--- src/design/pvca_pkg.sv ---
// Package for the phase voltage/current alarm block.
// Holds payload structs, alarm codes and configuration register indexes.
// No dependencies.
package pvca_pkg;

	localparam int CFG_IDX_W = 3;

	localparam logic [CFG_IDX_W-1:0] REG_OVER_VOLT  = 3'd0;
	localparam logic [CFG_IDX_W-1:0] REG_UNDER_VOLT = 3'd1;
	localparam logic [CFG_IDX_W-1:0] REG_LOSS_VOLT  = 3'd2;
	localparam logic [CFG_IDX_W-1:0] REG_DEBOUNCE   = 3'd3;
	localparam logic [CFG_IDX_W-1:0] REG_CURR_SET   = 3'd4;
	localparam logic [CFG_IDX_W-1:0] REG_THREE_PH   = 3'd5;

	localparam logic [15:0] OVER_VOLT_RST  = 16'd2640;
	localparam logic [15:0] UNDER_VOLT_RST = 16'd1870;
	localparam logic [15:0] LOSS_VOLT_RST  = 16'd500;
	localparam logic [15:0] DEBOUNCE_RST   = 16'd3000;

	localparam logic [9:0]  CURR_MIN_SETTING = 10'd16;
	localparam logic [13:0] CURR_FACTOR      = 14'd11;
	localparam logic [13:0] CURR_DEFAULT_TH  = 14'd180;

	// output event kind
	localparam logic [1:0] KIND_OVER_VOLT  = 2'd0;
	localparam logic [1:0] KIND_UNDER_VOLT = 2'd1;
	localparam logic [1:0] KIND_LOSS       = 2'd2;
	localparam logic [1:0] KIND_OVER_CURR  = 2'd3;

	// output event level
	localparam logic [1:0] LEVEL_CLEARED = 2'd0;
	localparam logic [1:0] LEVEL_WARN    = 2'd1;
	localparam logic [1:0] LEVEL_FAULT   = 2'd2;

	typedef enum logic [1:0] {
		VST_NONE  = 2'd0,
		VST_UNDER = 2'd1,
		VST_OVER  = 2'd2,
		VST_LOSS  = 2'd3
	} volt_st_t;

	typedef struct packed {
		logic [1:0]  phase;
		logic [15:0] voltage;
		logic [15:0] current;
		logic [7:0]  elapsed;
	} meas_t;

	typedef struct packed {
		logic [1:0]  alarm_kind;
		logic [1:0]  alarm_phase;
		logic [1:0]  alarm_level;
		logic [15:0] over_volt_total;
		logic [15:0] under_volt_total;
		logic [15:0] over_curr_total;
		logic        last_event;
	} alarm_t;

endpackage

--- src/design/phase_voltage_current_alarm.sv ---
// Phase voltage/current alarm, top level; uses pvca_pkg. Each measurement
// (phase, voltage, current, elapsed time) is classed into a voltage band and
// checked against the current threshold; debounced raise and immediate clear
// events come out one per transaction with the saturating alarm totals, and
// last_event marks the final event of a measurement. A measurement is held
// in the input register, and its events go from there into the event buffer,
// whose head is presented; state is updated as it leaves the input register,
// so a new measurement can be taken every cycle while the event buffer has
// room: the input register moves on only when the buffer is empty or holds
// one event that is being taken. The buffer drains one event per cycle while
// out_ready is high. Configuration writes are taken every cycle.
module phase_voltage_current_alarm #(
	parameter int NUM_PHASES = 3
) (
	input  logic                          clk,
	input  logic                          arst_n,
	input  logic                          in_valid,
	output logic                          in_ready,
	input  pvca_pkg::meas_t               in_data,
	output logic                          out_valid,
	input  logic                          out_ready,
	output pvca_pkg::alarm_t              out_data,
	input  logic                          cfg_valid,
	output logic                          cfg_ready,
	input  logic [pvca_pkg::CFG_IDX_W-1:0] cfg_index,
	input  logic [15:0]                   cfg_data
);
	import pvca_pkg::*;

	localparam int PW = (NUM_PHASES > 1) ? $clog2(NUM_PHASES) : 1;

	// configuration
	logic [15:0] ovl_q, uvl_q, lvl_q, deb_q;
	logic [9:0]  cset_q;
	logic        three_ph_q;

	// per-phase state and totals
	volt_st_t    vst_q  [NUM_PHASES];
	logic [15:0] vtmr_q [NUM_PHASES];
	logic        cst_q  [NUM_PHASES];
	logic [15:0] ctmr_q [NUM_PHASES];
	logic [15:0] ov_cnt_q, uv_cnt_q, oc_cnt_q;

	// input register
	logic  s1_valid;
	meas_t s1_q;

	// event buffer, head at index 0
	alarm_t     ev_q [3];
	logic [1:0] n_q;

	logic       buf_free, s1_move, ph_ok;
	logic [PW-1:0] p;

	// next state from the combinational pass
	volt_st_t    nv_st;
	logic [15:0] nv_tmr, nc_tmr, ov_n, uv_n, oc_n;
	logic        nc_st;
	alarm_t      pk [3];
	logic [1:0]  new_n;

	function automatic logic [1:0] kind_of(volt_st_t st);
		logic [1:0] k;
		case (st)
			VST_OVER:  k = KIND_OVER_VOLT;
			VST_UNDER: k = KIND_UNDER_VOLT;
			default:   k = KIND_LOSS;
		endcase
		return k;
	endfunction

	function automatic logic [15:0] sat_add(logic [15:0] a, logic [7:0] b);
		logic [16:0] s;
		s = {1'b0, a} + {9'd0, b};
		return s[16] ? 16'hFFFF : s[15:0];
	endfunction

	function automatic logic [15:0] sat_inc(logic [15:0] a);
		return (a == 16'hFFFF) ? a : a + 16'd1;
	endfunction

	assign cfg_ready = 1'b1;
	assign buf_free  = (n_q == 2'd0) || (n_q == 2'd1 && out_ready);
	assign s1_move   = s1_valid && buf_free;
	assign in_ready  = !s1_valid || buf_free;
	assign out_valid = (n_q != 2'd0);
	assign out_data  = ev_q[0];

	assign p     = s1_q.phase[PW-1:0];
	assign ph_ok = (32'(s1_q.phase) < NUM_PHASES) && (three_ph_q || s1_q.phase == 2'd0);

	always_comb begin
		volt_st_t    want, cur;
		logic [15:0] vt_add, ct_add;
		logic [13:0] th;
		logic        clr_v, rse_v, c_ev;
		alarm_t      evs [3];
		logic        ok  [3];
		logic [1:0]  n;

		cur   = vst_q[p];
		want  = VST_NONE;
		if (s1_q.voltage >= ovl_q)
			want = VST_OVER;
		else if (s1_q.voltage <= uvl_q && s1_q.voltage > lvl_q)
			want = VST_UNDER;
		else if (s1_q.voltage <= lvl_q)
			want = VST_LOSS;

		vt_add = sat_add(vtmr_q[p], s1_q.elapsed);
		nv_st  = cur;
		nv_tmr = vtmr_q[p];
		clr_v  = 1'b0;
		rse_v  = 1'b0;
		ov_n   = ov_cnt_q;
		uv_n   = uv_cnt_q;
		if (want == VST_NONE) begin
			// normal band: clear at once, timer kept when an alarm was active
			if (cur != VST_NONE) begin
				nv_st = VST_NONE;
				clr_v = 1'b1;
			end else begin
				nv_tmr = 16'd0;
			end
		end else if (cur != want) begin
			if (vt_add < deb_q) begin
				nv_tmr = vt_add;
			end else begin
				nv_tmr = 16'd0;
				clr_v  = (cur != VST_NONE);
				nv_st  = want;
				rse_v  = 1'b1;
				if (want == VST_OVER)
					ov_n = sat_inc(ov_cnt_q);
				else if (want == VST_UNDER)
					uv_n = sat_inc(uv_cnt_q);
			end
		end

		th     = (cset_q > CURR_MIN_SETTING) ? {4'd0, cset_q} * CURR_FACTOR : CURR_DEFAULT_TH;
		ct_add = sat_add(ctmr_q[p], s1_q.elapsed);
		nc_st  = cst_q[p];
		nc_tmr = ctmr_q[p];
		oc_n   = oc_cnt_q;
		c_ev   = 1'b0;
		if (s1_q.current >= {2'd0, th}) begin
			if (!cst_q[p]) begin
				if (ct_add < deb_q) begin
					nc_tmr = ct_add;
				end else begin
					nc_tmr = 16'd0;
					nc_st  = 1'b1;
					oc_n   = sat_inc(oc_cnt_q);
					c_ev   = 1'b1;
				end
			end
		end else begin
			nc_tmr = 16'd0;
			if (cst_q[p]) begin
				nc_st = 1'b0;
				c_ev  = 1'b1;
			end
		end

		// clear of the old voltage alarm carries the totals before this raise
		evs[0] = '{alarm_kind: kind_of(cur), alarm_phase: s1_q.phase,
			alarm_level: LEVEL_CLEARED, over_volt_total: ov_cnt_q,
			under_volt_total: uv_cnt_q, over_curr_total: oc_cnt_q, last_event: 1'b0};
		evs[1] = '{alarm_kind: kind_of(want), alarm_phase: s1_q.phase,
			alarm_level: (want == VST_LOSS) ? LEVEL_WARN : LEVEL_FAULT,
			over_volt_total: ov_n, under_volt_total: uv_n,
			over_curr_total: oc_cnt_q, last_event: 1'b0};
		evs[2] = '{alarm_kind: KIND_OVER_CURR, alarm_phase: s1_q.phase,
			alarm_level: nc_st ? LEVEL_FAULT : LEVEL_CLEARED,
			over_volt_total: ov_n, under_volt_total: uv_n,
			over_curr_total: oc_n, last_event: 1'b0};
		ok[0] = clr_v;
		ok[1] = rse_v;
		ok[2] = c_ev;

		for (int i = 0; i < 3; i++)
			pk[i] = evs[2];
		n = 2'd0;
		for (int i = 0; i < 3; i++) begin
			if (ok[i]) begin
				pk[n] = evs[i];
				n     = n + 2'd1;
			end
		end
		if (n != 2'd0)
			pk[n - 2'd1].last_event = 1'b1;
		new_n = ph_ok ? n : 2'd0;
	end

	always_ff @(posedge clk or negedge arst_n) begin
		if (!arst_n) begin
			ovl_q      <= OVER_VOLT_RST;
			uvl_q      <= UNDER_VOLT_RST;
			lvl_q      <= LOSS_VOLT_RST;
			deb_q      <= DEBOUNCE_RST;
			cset_q     <= '0;
			three_ph_q <= 1'b1;
		end else if (cfg_valid) begin
			unique case (cfg_index)
				REG_OVER_VOLT:  ovl_q      <= cfg_data;
				REG_UNDER_VOLT: uvl_q      <= cfg_data;
				REG_LOSS_VOLT:  lvl_q      <= cfg_data;
				REG_DEBOUNCE:   deb_q      <= cfg_data;
				REG_CURR_SET:   cset_q     <= cfg_data[9:0];
				REG_THREE_PH:   three_ph_q <= cfg_data[0];
				default: ;
			endcase
		end
	end

	always_ff @(posedge clk or negedge arst_n) begin
		if (!arst_n) begin
			for (int i = 0; i < NUM_PHASES; i++) begin
				vst_q[i]  <= VST_NONE;
				vtmr_q[i] <= '0;
				cst_q[i]  <= 1'b0;
				ctmr_q[i] <= '0;
			end
			ov_cnt_q <= '0;
			uv_cnt_q <= '0;
			oc_cnt_q <= '0;
		end else if (s1_move && ph_ok) begin
			vst_q[p]  <= nv_st;
			vtmr_q[p] <= nv_tmr;
			cst_q[p]  <= nc_st;
			ctmr_q[p] <= nc_tmr;
			ov_cnt_q  <= ov_n;
			uv_cnt_q  <= uv_n;
			oc_cnt_q  <= oc_n;
		end
	end

	always_ff @(posedge clk or negedge arst_n) begin
		if (!arst_n)
			s1_valid <= 1'b0;
		else if (in_ready)
			s1_valid <= in_valid;
	end

	always_ff @(posedge clk) begin
		if (in_ready && in_valid)
			s1_q <= in_data;
	end

	always_ff @(posedge clk or negedge arst_n) begin
		if (!arst_n)
			n_q <= 2'd0;
		else if (s1_move)
			n_q <= new_n;
		else if (out_valid && out_ready)
			n_q <= n_q - 2'd1;
	end

	always_ff @(posedge clk) begin
		if (s1_move) begin
			ev_q <= pk;
		end else if (out_valid && out_ready) begin
			ev_q[0] <= ev_q[1];
			ev_q[1] <= ev_q[2];
		end
	end

`ifndef SYNTHESIS
	a_last_single: assert property (@(posedge clk) disable iff (!arst_n)
		out_valid && n_q == 2'd1 |-> out_data.last_event)
		else $error("single buffered event not marked last");

	a_more_pending: assert property (@(posedge clk) disable iff (!arst_n)
		out_valid && !out_data.last_event |-> n_q > 2'd1)
		else $error("non-final event with nothing behind it");

	a_curr_no_warn: assert property (@(posedge clk) disable iff (!arst_n)
		out_valid && out_data.alarm_kind == KIND_OVER_CURR |->
		out_data.alarm_level != LEVEL_WARN)
		else $error("over-current event at warning level");

	a_ov_mono: assert property (@(posedge clk) disable iff (!arst_n)
		ov_cnt_q >= $past(ov_cnt_q) && oc_cnt_q >= $past(oc_cnt_q))
		else $error("alarm total decreased");

	a_no_update_without_move: assert property (@(posedge clk) disable iff (!arst_n)
		!s1_move |=> $stable(ov_cnt_q) && $stable(uv_cnt_q) && $stable(oc_cnt_q))
		else $error("totals changed with no transaction retired");
`endif

endmodule
--- config.mk ---
export PLATFORM = sky130hd
export DESIGN_NAME = phase_voltage_current_alarm
export DESIGN_NICKNAME = d
export VERILOG_FILES = /design/src/design/pvca_pkg.sv /design/src/design/phase_voltage_current_alarm.sv
export SDC_FILE = /design/constraint.sdc
export NUM_CORES = 1
export LEC_CHECK = 0
export BUFFER_PORTS_ARGS = -buffer_cell sky130_fd_sc_hd__buf_2
export CAP_MARGIN = 20
export CELL_PAD_IN_SITES_DETAIL_PLACEMENT = 2
export CELL_PAD_IN_SITES_GLOBAL_PLACEMENT = 2
export CORE_MARGIN = 3
export CORE_UTILIZATION = 37
export DETAILED_ROUTE_END_ITERATION = 8
export HOLD_SLACK_MARGIN = 0.03
export PLACE_DENSITY = 0.81
export SYNTH_ARGS = -nofsm -noshare
export SYNTH_HDL_FRONTEND = slang
export SYNTH_SLANG_ARGS = --single-unit
export TNS_END_PERCENT = 10
--- constraint.sdc ---
create_clock -name clk -period 6.27 [get_ports clk]
set_input_delay 0.9405 -clock clk [delete_from_list [all_inputs] [get_ports clk]]
set_output_delay 0.9405 -clock clk [all_outputs]
set_load 0.01 [all_outputs]
==> results of run 1 <==
[what timing repair did]
action	in CTS	in global routing
setup endpoints to repair	42	97
setup buffers	13	13
pin swaps	6	14
resized for setup	8	67
[sequential cells by signal, summed over array words and instances (netlist names), 6 cells and up]
signal	count
vst_q	6
s1_q	40
vtmr_q	48
ovl_q	16
ov_cnt_q	16
cset_q	10
ctmr_q	48
uvl_q	16
oc_cnt_q	16
out_data	55
deb_q	16
uv_cnt_q	16
ev_q	107
lvl_q	16
[power breakdown]
part	switching, uW	internal, uW
sequential	425	4090
combinational	3490	2090
clock	1340	1830
total	5260	8010
[cell usage after synthesis (10+ instances only)]
| library cell | n |
|---|---|
| nand2_1 | 279 |
| nor2b_1 | 10 |
| and2_1 | 21 |
| nand3_1 | 97 |
| and3_1 | 34 |
| a22o_1 | 22 |
| or4_1 | 19 |
| o21ai_0 | 190 |
| dfstp_2 | 25 |
| a22oi_1 | 18 |
| xor2_1 | 36 |
| o21a_1 | 12 |
| o2bb2ai_1 | 13 |
| inv_1 | 130 |
| ha_1 | 147 |
| nand4_1 | 34 |
| a31oi_1 | 20 |
| nand2b_1 | 16 |
| and4_1 | 14 |
| or3_1 | 16 |
| o211ai_1 | 23 |
| buf_4 | 58 |
| dfrtp_1 | 206 |
| o31ai_1 | 15 |
| a21o_1 | 15 |
| edfxtp_1 | 204 |
| clkbuf_1 | 97 |
| mux2i_1 | 59 |
| a21oi_1 | 74 |
| mux2_2 | 98 |
| xnor2_1 | 56 |
| nor2_1 | 98 |
| buf_2 | 18 |
| nor3_1 | 39 |
| a211oi_1 | 13 |
[worst min-delay path by stage]
stage                              endpoint  slack [ns]
global placement     ctmr_q[44]$_DFFE_PN0P_        0.46
finish              oc_cnt_q[3]$_DFFE_PN0P_        0.31
global route        oc_cnt_q[3]$_DFFE_PN0P_        0.36
CTS                 oc_cnt_q[2]$_DFFE_PN0P_        0.34
detailed placement     cst_q[0]$_DFFE_PN0P_        0.48
floorplan            ctmr_q[37]$_DFFE_PN0P_        0.45
[logic make-up (layout without fill, tap and decap cells)]
group / count (synthesis) / count (layout) / share of synthesized area [%]
AO/OA/AOI/OAI: 505 / 505 / 13.31
adder cells (fa/ha/maj): 156 / 156 / 8.188
other: 1 / 2 / 0.01520
XOR/XNOR: 92 / 92 / 3.267
flip-flops: 435 / 435 / 48.40
buffers and inverters: 314 / 484 / 5.783
AND/OR/NAND/NOR: 716 / 716 / 14.17
multiplexers: 157 / 157 / 6.869
[layout by cell type, fill, tap and decap left out, types with 10 or more instances in the layout]
master / n
nand2_1: 276
dfrtp_1: 206
edfxtp_1: 204
o21ai_0: 176
ha_1: 143
inv_1: 129
buf_2: 121
buf_4: 116
mux2_2: 97
nor2_1: 96
nand3_1: 94
a21oi_1: 69
mux2i_1: 58
xnor2_1: 56
clkbuf_16: 53
xor2_1: 36
nor3_1: 35
nand4_1: 34
and3_1: 33
dfstp_2: 25
o211ai_1: 23
a22o_1: 22
and2_1: 20
or4_1: 18
a31oi_1: 18
a22oi_1: 18
clkbuf_1: 16
a21o_1: 15
nand2b_1: 15
o31ai_1: 15
or3_1: 14
o2bb2ai_1: 13
and4_1: 13
o21a_1: 11
o21ai_1: 11
clkbuf_8: 11
a211oi_1: 10
[cell type report]
type                    count  area [um^2]
diodes                      1        2.502
clock buffers              80         1538
clock inverters            20        249.0
fillers                  6822        37200
inverters                 131        496.7
multi-input cells        1627        11630
flip-flops and latches    435        11940
well taps                 864         1081
repair buffers            253         1735
[metal layers]
metal / global-route usage [%] / wire, um / up-vias
li1: - / - / 8810
met1: 29.08 / 34970 / 10270
met2: 40.90 / 42700 / 465
met3: 3.614 / 3550 / 180
met4: 8.699 / 2767 / 8
met5: 0 / 61 / -
[stage by stage]
stage,setup slack (ns),hold WS (ns)
6_report,0.04368,0.3147
5_1_grt,-0.2216,0.3590
3_5_place_dp,-0.2230,0.4773
4_1_cts,-0.01224,0.3363
2_1_floorplan,0.04451,0.4478
3_3_place_gp,0.08381,0.4586
==> summary.txt, run 1 <==
Floorplan
  – Row cnt: 94
  – Chip Height: 264.2 um
  – Die area: 69790 um^2
  – Placeable Area: 65860 um^2
  – Starting density of the core: 37.45%
  – Die Span X: 264.2 um
  – Io pins: 124

Placement
  – Placed insts: 3282
  – DP HPWL: 56.03 mm
  – Post-Place Cell Area: 26370 um^2
  – Number of I/O port buffers: 122
  – RePlAce Congestion: 0.8424

Global route
  – Initial antenna violation count: 5
  – Total GRT Usage: 23.36%
  – GR Overflow Total: 0
  – Largest net degree at the start of global routing: 159
  – First-pass GRT wire length: 129.8 mm
  – Vias in the first global route: 22210

Worst setup path
  – R2r setup slk: 0.04 ns
  – Most used cell, CP: buf_4
  – Worst Setup SP: p[1]$_DFFE_PP_
  – R2r endpoint: out_data[17]$_DFFE_PP_
  – Crit path kind: reg -> reg
  – CP max stage delay: 0.47 ns
  – WP buf/inv: 6
  – Crit path max fanout: 7
  – Setup crit start kind: flop
  – R2R Path Start: p[1]$_DFFE_PP_
  – FF-to-FF path depth: 29
  – CP max stage cell: edfxtp_1
  – Levels on crit path: 29
  – CP arrival: 6.61 ns
  – Worst setup endpoint: out_data[17]$_DFFE_PP_
  – CP required: 6.66 ns
  – Endpoint class of the critical path: flop
  – CP top delay family: compound AO/OA/AOI/OAI gates

Pwr
  – Design Power: 13270 uW
  – Leak: 0.01236 uW
  – Max rail drop VDD: 287.9 uV
  – Power Density: 462.8 nW/um^2

Synth
  – Post-synthesis sequential area ratio: 48.40%
  – Async S/R FF share, synth: 53.10%
  – Post-synth EDFFs: 204
  – Synth Register Bits: 435
  – Post-Syn Instances: 2376
  – Post-synth top area cell: edfxtp_1
  – Syn Area/Cell: 10.38 um^2
  – YS warnings: 0
  – Syn nets: 2598
  – Synthesized area: 24660 um^2
  – Synth top area share: 24.84%
  – Top_reg_cell synth: dfrtp_1
  – Distinct cells, synth: 85
  – Top cells by area, synth: edfxtp_1 25%, dfrtp_1 21%, ha_1 7.5%, mux2_2 4.5%, nand2_1 4.2%

Clock tree
  – Maximum root-to-sink buffer count: 3
  – Clk_lat worst skew: 0.64 ns
  – Root Buffer: clkbuf_16
  – Post-CTS Hold Fix Bufs: 0
  – Total clock sinks: 435
  – Clock transition at the registers of the reported paths: 0.06 ns
  – Htree depth: 2
  – CTS tree: done
  – Total CTS buffers: 53

Detailed routing
  – DR iter-0 viols: 1335
  – DRT Pass-1 Iters: 5
  – Total routed wirelength: 84.05 mm
  – DR vias/cell: 5.786
  – ANT nets after route: 0
  – Routed vias: 19740
  – Avg WL per Cell: 24.64 um
  – DRC: 0

Timing
  – Worst Skew: 0.05869 ns
  – Max-slew headroom: 26.61%
  – Least-Margin Pin Slew: 1.101 ns
  – Fin. Hold Viols: 0
  – Max-slew violations: 0
  – Setup violators final: 0
  – Post-route clock period utilization: 99.30%
  – RSZ-0062 raised after global routing: yes
  – Max Clock Freq: 160.6 MHz
  – Fin Setup TNS: 0 ns
  – Crit path time final: 6.226 ns

Status
  – Run status: complete, no violations

Layout
  – Fin cells: 3411
  – Final #Nets: 2723
  – Post-layout util: 43.52%
  – Share of cells above drive strength 1: 20.97%
  – Final instance area: 28670 um^2
  – Area Overhead vs Synth: 16.23%

Flow run
  – Max Cap Violations: 0

Hold path
  – Hold Crit Class: in -> async
Power figures use the tool's default switching activity.
==> run 2, diff against run 1 <==
- ABC_AREA: default -> 1
- CORE_UTILIZATION: 37 -> 34
==> run 2 against run 1 <==
  * Via count is 8.8% higher
  * Register-to-register slack better by 0.28 ns
  * Sequential power is 8.2% higher
  * Clock-buffer cell count is 2 higher
  * Core utilization is 4.7 points lower
  * Critical path depth is 1 lower
==> summary.txt, run 2 <==
Synth
  – Most common cell in the netlist: nand2_1
  – Synthesized area: 25180 um^2 (+2.1%)
  – Post-synth top area cell: edfxtp_1
  – Async S/R FF share, synth: 53.10% (unchanged)
  – Distinct cells, synth: 59 (-31%)
  – Post-Syn Instances: 3056 (+29%)
  – Synth top area share: 24.33% (-0.51 points)
  – Syn Area/Cell: 8.240 um^2 (-21%)
  – Syn nets: 3278 (+26%)
  – YS warnings: 0 (unchanged)
  – Top_reg_cell synth: dfrtp_1
  – Top cells by area, synth: edfxtp_1 24%, dfrtp_1 20%, nand2_1 15%, ha_1 7.3%, o21ai_0 5.4%
  – Leading cell types by count after synthesis: 1013 x nand2_1, 349 x inv_1, 270 x o21ai_0
  – Post-synthesis sequential area ratio: 47.40% (-1.0 points)
  – Post-synth EDFFs: 204 (unchanged)
  – Synth Register Bits: 435 (unchanged)

Floorplan
  – Starting density of the core: 34.40% (-3.0 points)
  – Row cnt: 99 (+5.3%)
  – Die area: 77370 um^2 (+11%)
  – Die Span X: 278.2 um (+5.3%)
  – Io pins: 124 (unchanged)
  – Placeable Area: 73210 um^2 (+11%)
  – Chip Height: 278.2 um (+5.3%)

Layout
  – Sequential cell area: 11940 um^2 (about the same)
  – Final #Nets: 3333 (+22%)
  – Area of the multi-input gates: 10980 um^2 (-5.5%)
  – Diode count: 0 (-1)
  – Largest Register: ev_q
  – # fillers: 8178 (+20%)
  – Commonest cells after routing, fill and taps aside: 1010 x nand2_1, 345 x inv_1, 268 x o21ai_0, 204 x edfxtp_1, 203 x dfrtp_1
  – Area Overhead vs Synth: 12.72%
  – Max reg flops: 107 (unchanged)
  – Share of cells above drive strength 1: 11.85% (-9.1 points)
  – Most common cell after layout, fill and taps aside: nand2_1

Pwr
  – Max rail drop VDD: 366.1 uV (+27%)
  – Comb power frac: 46.3% (+4.3 points)
  – Clock network fraction of total power: 21.0% (-2.9 points)
  – Switch share: 44.45% (+4.8 points)
  – Power Density: 526.5 nW/um^2 (+14%)
  – Seq pwr share: 32.7% (-1.3 points)
  – P_int: 8302 uW (+3.7%)
  – P_sw: 6644 uW (+26%)
  – Leak: 0.01356 uW (+9.7%)

Global route
  – Largest net degree at the start of global routing: 156 (-1.9%)
  – GR Overflow Total: 0 (unchanged)
  – Initial antenna violation count: 0 (-5)
  – Vias in the first global route: 24120 (+8.6%)
  – First-pass GRT wire length: 134.8 mm (+3.8%)
  – Total GRT Usage: 21.63% (-1.7 points)

Worst setup path
  – CP max stage delay: 0.48 ns (about the same)
  – Crit path kind: reg -> reg
  – Most used cell, CP: nand2_1
  – CP top delay family: compound AO/OA/AOI/OAI gates
  – R2r endpoint: out_data[43]$_DFFE_PP_
  – Worst Setup SP: p[1]$_DFFE_PP_
  – R2R Path Start: p[1]$_DFFE_PP_
  – FF-to-FF path depth: 28 (-3.4%)
  – Endpoint class of the critical path: flop
  – CP required: 6.63 ns (-0.03 ns)
  – R2r setup slk: 0.33 ns (+0.28 ns)
  – WP buf/inv: 4 (-2)
  – Setup crit start kind: flop
  – Crit path max fanout: 22 (+15)
  – CP arrival: 6.30 ns (-0.31 ns)
  – CP max stage cell: edfxtp_1

Timing
  – Setup violators final: 0 (unchanged)
  – Least-Margin Pin Slew: 1.043 ns (-0.05756 ns)
  – WHS: 0.3573 ns (+0.04260 ns)
  – Post-route clock period utilization: 94.81% (-4.5 points)
  – Setup ws final: 0.3255 ns (+0.2818 ns)
  – Fin. Hold Viols: 0 (unchanged)
  – Worst Skew: 0.03459 ns (-0.02410 ns)
  – Max Clock Freq: 168.2 MHz (+4.7%)
  – Max-slew violations: 0 (unchanged)
  – Crit path time final: 5.944 ns (-0.2818 ns)
  – Max-slew headroom: 30.45% (+3.8 points)

Clock tree
  – Root Buffer: clkbuf_16
  – Post-CTS Hold Fix Bufs: 0 (unchanged)
  – Total CTS buffers: 53 (unchanged)
  – CTS tree: done
  – Htree depth: 2 (unchanged)
  – Clk_lat worst skew: 0.62 ns (-0.02 ns)
  – Clock transition at the registers of the reported paths: 0.06 ns (about the same)
  – Total clock sinks: 435 (unchanged)
  – Maximum root-to-sink buffer count: 3 (unchanged)

Placement
  – Pre-CTS WS: 0.06422 ns (+0.2872 ns)
  – Number of I/O port buffers: 122 (unchanged)
  – RePlAce Congestion: 0.8720 (+3.5%)
  – DP HPWL: 57.83 mm (+3.2%)

Detailed routing
  – Avg WL per Cell: 20.48 um (-17%)
  – DRT Pass-1 Iters: 5 (unchanged)
  – Routed vias: 21480 (+8.8%)
  – ANT nets after route: 0 (unchanged)
  – DR vias/cell: 5.221 (-9.8%)
  – DR iter-0 viols: 1075 (-19%)
  – Total routed wirelength: 84.26 mm (+0.26%)
  – DRC: 0 (unchanged)

Status
  – Run status: complete, no violations

Hold path
  – Hold Crit Class: in -> async

Flow run
  – Max Cap Violations: 0 (unchanged)
run 2: per-layer routing:
layer	track usage, %	wire length (um)
met5	0	0
met2	39.80	43590
met4	6.890	2484
met3	2.617	2488
met1	26.29	35700
run 2: stage by stage:
stage               util (%)  setup TNS (ns)  instances  instance area, um^2  total power, uW
finish                 38.78               0       4115                28390            14950
global route           38.78         -0.1903       4115                28390            16170
CTS                    38.43               0       4104                28130            15010
detailed placement     35.99               0       4004                26350            11690
global placement       35.99               0       4004                26350            11090
floorplan                  -               0       3056                25180             9498
run 2: logic make-up after synthesis:
logic type / count (synthesis) / share of synthesized area (%)
flip-flops: 435 / 47.40
XOR/XNOR: 18 / 0.6260
buffers and inverters: 537 / 9.395
adder cells (fa/ha/maj): 156 / 8.019
AO/OA/AOI/OAI: 467 / 10.38
other: 1 / 0.01489
AND/OR/NAND/NOR: 1442 / 24.16
run 2: layout make-up:
class	count	area share (%)
sequential	435	42.07
multi-input combinational	2084	38.69
clock buffer	82	5.562
inverter	364	4.857
tap	959	4.227
timing repair buffer	173	3.910
clock inverter	18	0.6920
run 2: worst max-delay path by stage:
stage	endpoint	slack, ns	cells past startpoint
global placement	out_data[39]$_DFFE_PP_	0.50	35
detailed placement	out_data[27]$_DFFE_PP_	0.06	35
CTS	out_data[10]$_DFFE_PP_	0.01	35
finish	out_data[43]$_DFFE_PP_	0.33	28
global route	out_data[13]$_DFFE_PP_	-0.04	39
floorplan	ev_q[59]$_DFFE_PP_	0.66	34
run 2: repair_timing:
item | in CTS | in global routing
resized for setup | 1 | 29
pin swaps | 0 | 3
buffers inserted | 0 | 6
setup endpoints to repair | 1 | 86
run 2: power groups by stage:
stage / Combinational, uW / Clock, uW / Sequential, uW
detailed placement: 6750 / 0 / 4930
global placement: 6220 / 0 / 4880
global route: 7840 / 3340 / 4990
floorplan: 4790 / 0 / 4710
finish: 6920 / 3140 / 4880
CTS: 6890 / 3220 / 4900
==> run 3, diff against run 2 <==
- CORE_UTILIZATION: 34 -> 41
- PLACE_DENSITY: 0.81 -> 0.91
- SKIP_CTS_REPAIR_TIMING: default -> 1
- clock period: 6.27 -> 7.1 ns (I/O delays scaled with it)
==> run 3 against run 2 <==
  * Die area down 17%
  * Core utilization is 7.5 points higher
  * Clock power down 12%
  * Critical path depth rose by 7
  * Non-clock buffer count is 5 lower
  * Critical endpoint is now ev_q[67]$_DFFE_PP_
==> summary.txt, run 3 (synthesis gave the netlist of run 2 again) <==
Timing
  – Least-Margin Pin Slew: 1.063 ns (+0.01949 ns)
  – Max Clock Freq: 148.8 MHz (-12%)
  – Setup violators final: 0 (unchanged)
  – Max-slew headroom: 28.98% (-1.5 points)
  – Crit path time final: 6.720 ns (+0.7760 ns)
  – Max-slew violations: 0 (unchanged)
  – Fin. Hold Viols: 0 (unchanged)
  – Post-route clock period utilization: 94.65% (-0.15 points)
  – Worst Skew: 0.02643 ns (-0.008157 ns)
  – RSZ-0062 raised after global routing: no

Global route
  – Largest net degree at the start of global routing: 159 (+1.9%)
  – GR Overflow Total: 0 (unchanged)
  – Vias in the first global route: 26080 (+8.1%)
  – Total GRT Usage: 31.00% (+9.4 points)
  – First-pass GRT wire length: 154.5 mm (+15%)
  – Initial antenna violation count: 1 (+1)

Worst setup path
  – R2r setup slk: 0.38 ns (+0.05 ns)
  – Worst Setup SP: p[0]$_DFFE_PP_
  – Worst setup endpoint: ev_q[67]$_DFFE_PP_
  – Levels on crit path: 35 (+25%)
  – R2r endpoint: ev_q[67]$_DFFE_PP_
  – Crit path kind: reg -> reg
  – Crit path max fanout: 16 (-27%)
  – CP arrival: 7.09 ns (+0.79 ns)
  – CP required: 7.47 ns (+0.84 ns)
  – R2R Path Start: p[0]$_DFFE_PP_
  – CP top delay family: simple AND/OR/NAND/NOR gates
  – WP buf/inv: 6 (+2)
  – CP max stage delay: 0.55 ns (+0.07 ns)
  – CP max stage cell: edfxtp_1
  – FF-to-FF path depth: 35 (+25%)
  – Setup crit start kind: flop
  – Endpoint class of the critical path: flop
  – Most used cell, CP: nand2_1

Floorplan
  – Row cnt: 90 (-9.1%)
  – Die Span X: 253.8 um (-8.7%)
  – Io pins: 124 (unchanged)
  – Starting density of the core: 41.57% (+7.2 points)
  – Die area: 64430 um^2 (-17%)
  – Placeable Area: 60580 um^2 (-17%)
  – Chip Height: 253.8 um (-8.7%)

Layout
  – Area Overhead vs Synth: 11.23%
  – Largest Register: ev_q
  – Fin cells: 3933 (-4.4%)
  – Final #Nets: 3327 (-0.18%)
  – Share of cells above drive strength 1: 11.59% (-0.26 points)
  – Post-layout util: 46.24% (+7.5 points)
  – Commonest cells after routing, fill and taps aside: 1011 x nand2_1, 346 x inv_1, 268 x o21ai_0, 206 x dfrtp_1, 204 x edfxtp_1
  – Max reg flops: 107 (unchanged)
  – Most common cell after layout, fill and taps aside: nand2_1

Placement
  – RePlAce Congestion: 0.8693 (-0.31%)
  – Number of I/O port buffers: 122 (unchanged)
  – Placed insts: 3821 (-4.6%)
  – DP HPWL: 61.39 mm (+6.2%)

Pwr
  – Power Density: 486.7 nW/um^2 (-7.6%)
  – Max rail drop VDD: 239.0 uV (-35%)
  – Leak: 0.01351 uW (-0.37%)

Detailed routing
  – DRC: 0 (unchanged)
  – Top sig layer: met4
  – DR iter-0 viols: 1554 (+45%)
  – DR vias/cell: 5.770 (+11%)
  – Total routed wirelength: 99.23 mm (+18%)
  – Avg WL per Cell: 25.23 um (+23%)
  – DRT Pass-1 Iters: 5 (unchanged)
  – WL met3: 4.515 mm (+81%)
  – Routed met1 length: 38.36 mm (+7.5%)
  – Routed vias: 22700 (+5.6%)
  – ANT nets after route: 0 (unchanged)
  – WL met2: 51.02 mm (+17%)

Clock tree
  – Clock transition at the registers of the reported paths: 0.06 ns (about the same)
  – Total CTS buffers: 52 (-1.9%)
  – Total clock sinks: 435 (unchanged)
  – Root Buffer: clkbuf_16
  – Htree depth: 2 (unchanged)
  – Clk_lat worst skew: 0.63 ns (about the same)
  – CTS tree: done
  – Maximum root-to-sink buffer count: 3 (unchanged)

Hold path
  – Hold Crit Class: in -> async

Flow run
  – Max Cap Violations: 0 (unchanged)

Status
  – Run status: complete, no violations
[run 3: cell count changes in the layout (fill, tap and decap cells not counted), sizes merged]
cell	delta
clkbuf	-4
clkinvlp	-1
buf	-5
diode	+2
bufinv	-2
clkinv	+5
[run 3: per-layer routing]
metal	vias up	GRT usage, %
li1	10060	-
met1	11540	35.14
met2	767	56.26
met3	336	4.605
met4	0	16.51
met5	-	0
[run 3: area by class of cell]
| class | count | area (um^2) |
|---|---|---|
| Tap cell | 782 | 978.4 |
| Antenna cell | 2 | 5.005 |
| Clock buffer | 78 | 1551 |
| Clock inverter | 20 | 153.9 |
| Sequential cell | 435 | 11940 |
| Inverter | 364 | 1388 |
| Timing Repair Buffer | 168 | 1059 |
| Fill cell | 6677 | 32570 |
| Multi-Input combinational cell | 2084 | 10940 |
[run 3: how the worst min path moves through the flow]
stage	to	slack, ns	cells past startpoint
floorplan	vtmr_q[32]$_DFFE_PN0P_	0.45	2
global placement	vtmr_q[24]$_DFFE_PN0P_	0.46	2
detailed placement	vtmr_q[13]$_DFFE_PN0P_	0.47	2
CTS	vtmr_q[30]$_DFFE_PN0P_	0.45	1
global route	ctmr_q[7]$_DFFE_PN0P_	0.47	1
finish	ctmr_q[7]$_DFFE_PN0P_	0.44	1
[run 3: power by group]
part | total [uW] | internal [uW] | switching, uW
Combinational | 6510 | 1860 | 4640
Sequential | 4380 | 3820 | 557
Clock | 2750 | 1550 | 1200
[run 3: through the flow]
stage	power, uW	hold slack, ns	instance area, um^2	setup slack, ns	TNS (ns)
floorplan	8388	0.4496	25180	1.492	0
global placement	9639	0.4629	26090	0.8539	0
detailed placement	10370	0.4716	26090	0.2331	0
CTS	13560	0.4507	27790	-0.07110	-0.8892
global route	14500	0.4720	28010	0.02848	0
finish	13630	0.4390	28010	0.3795	0
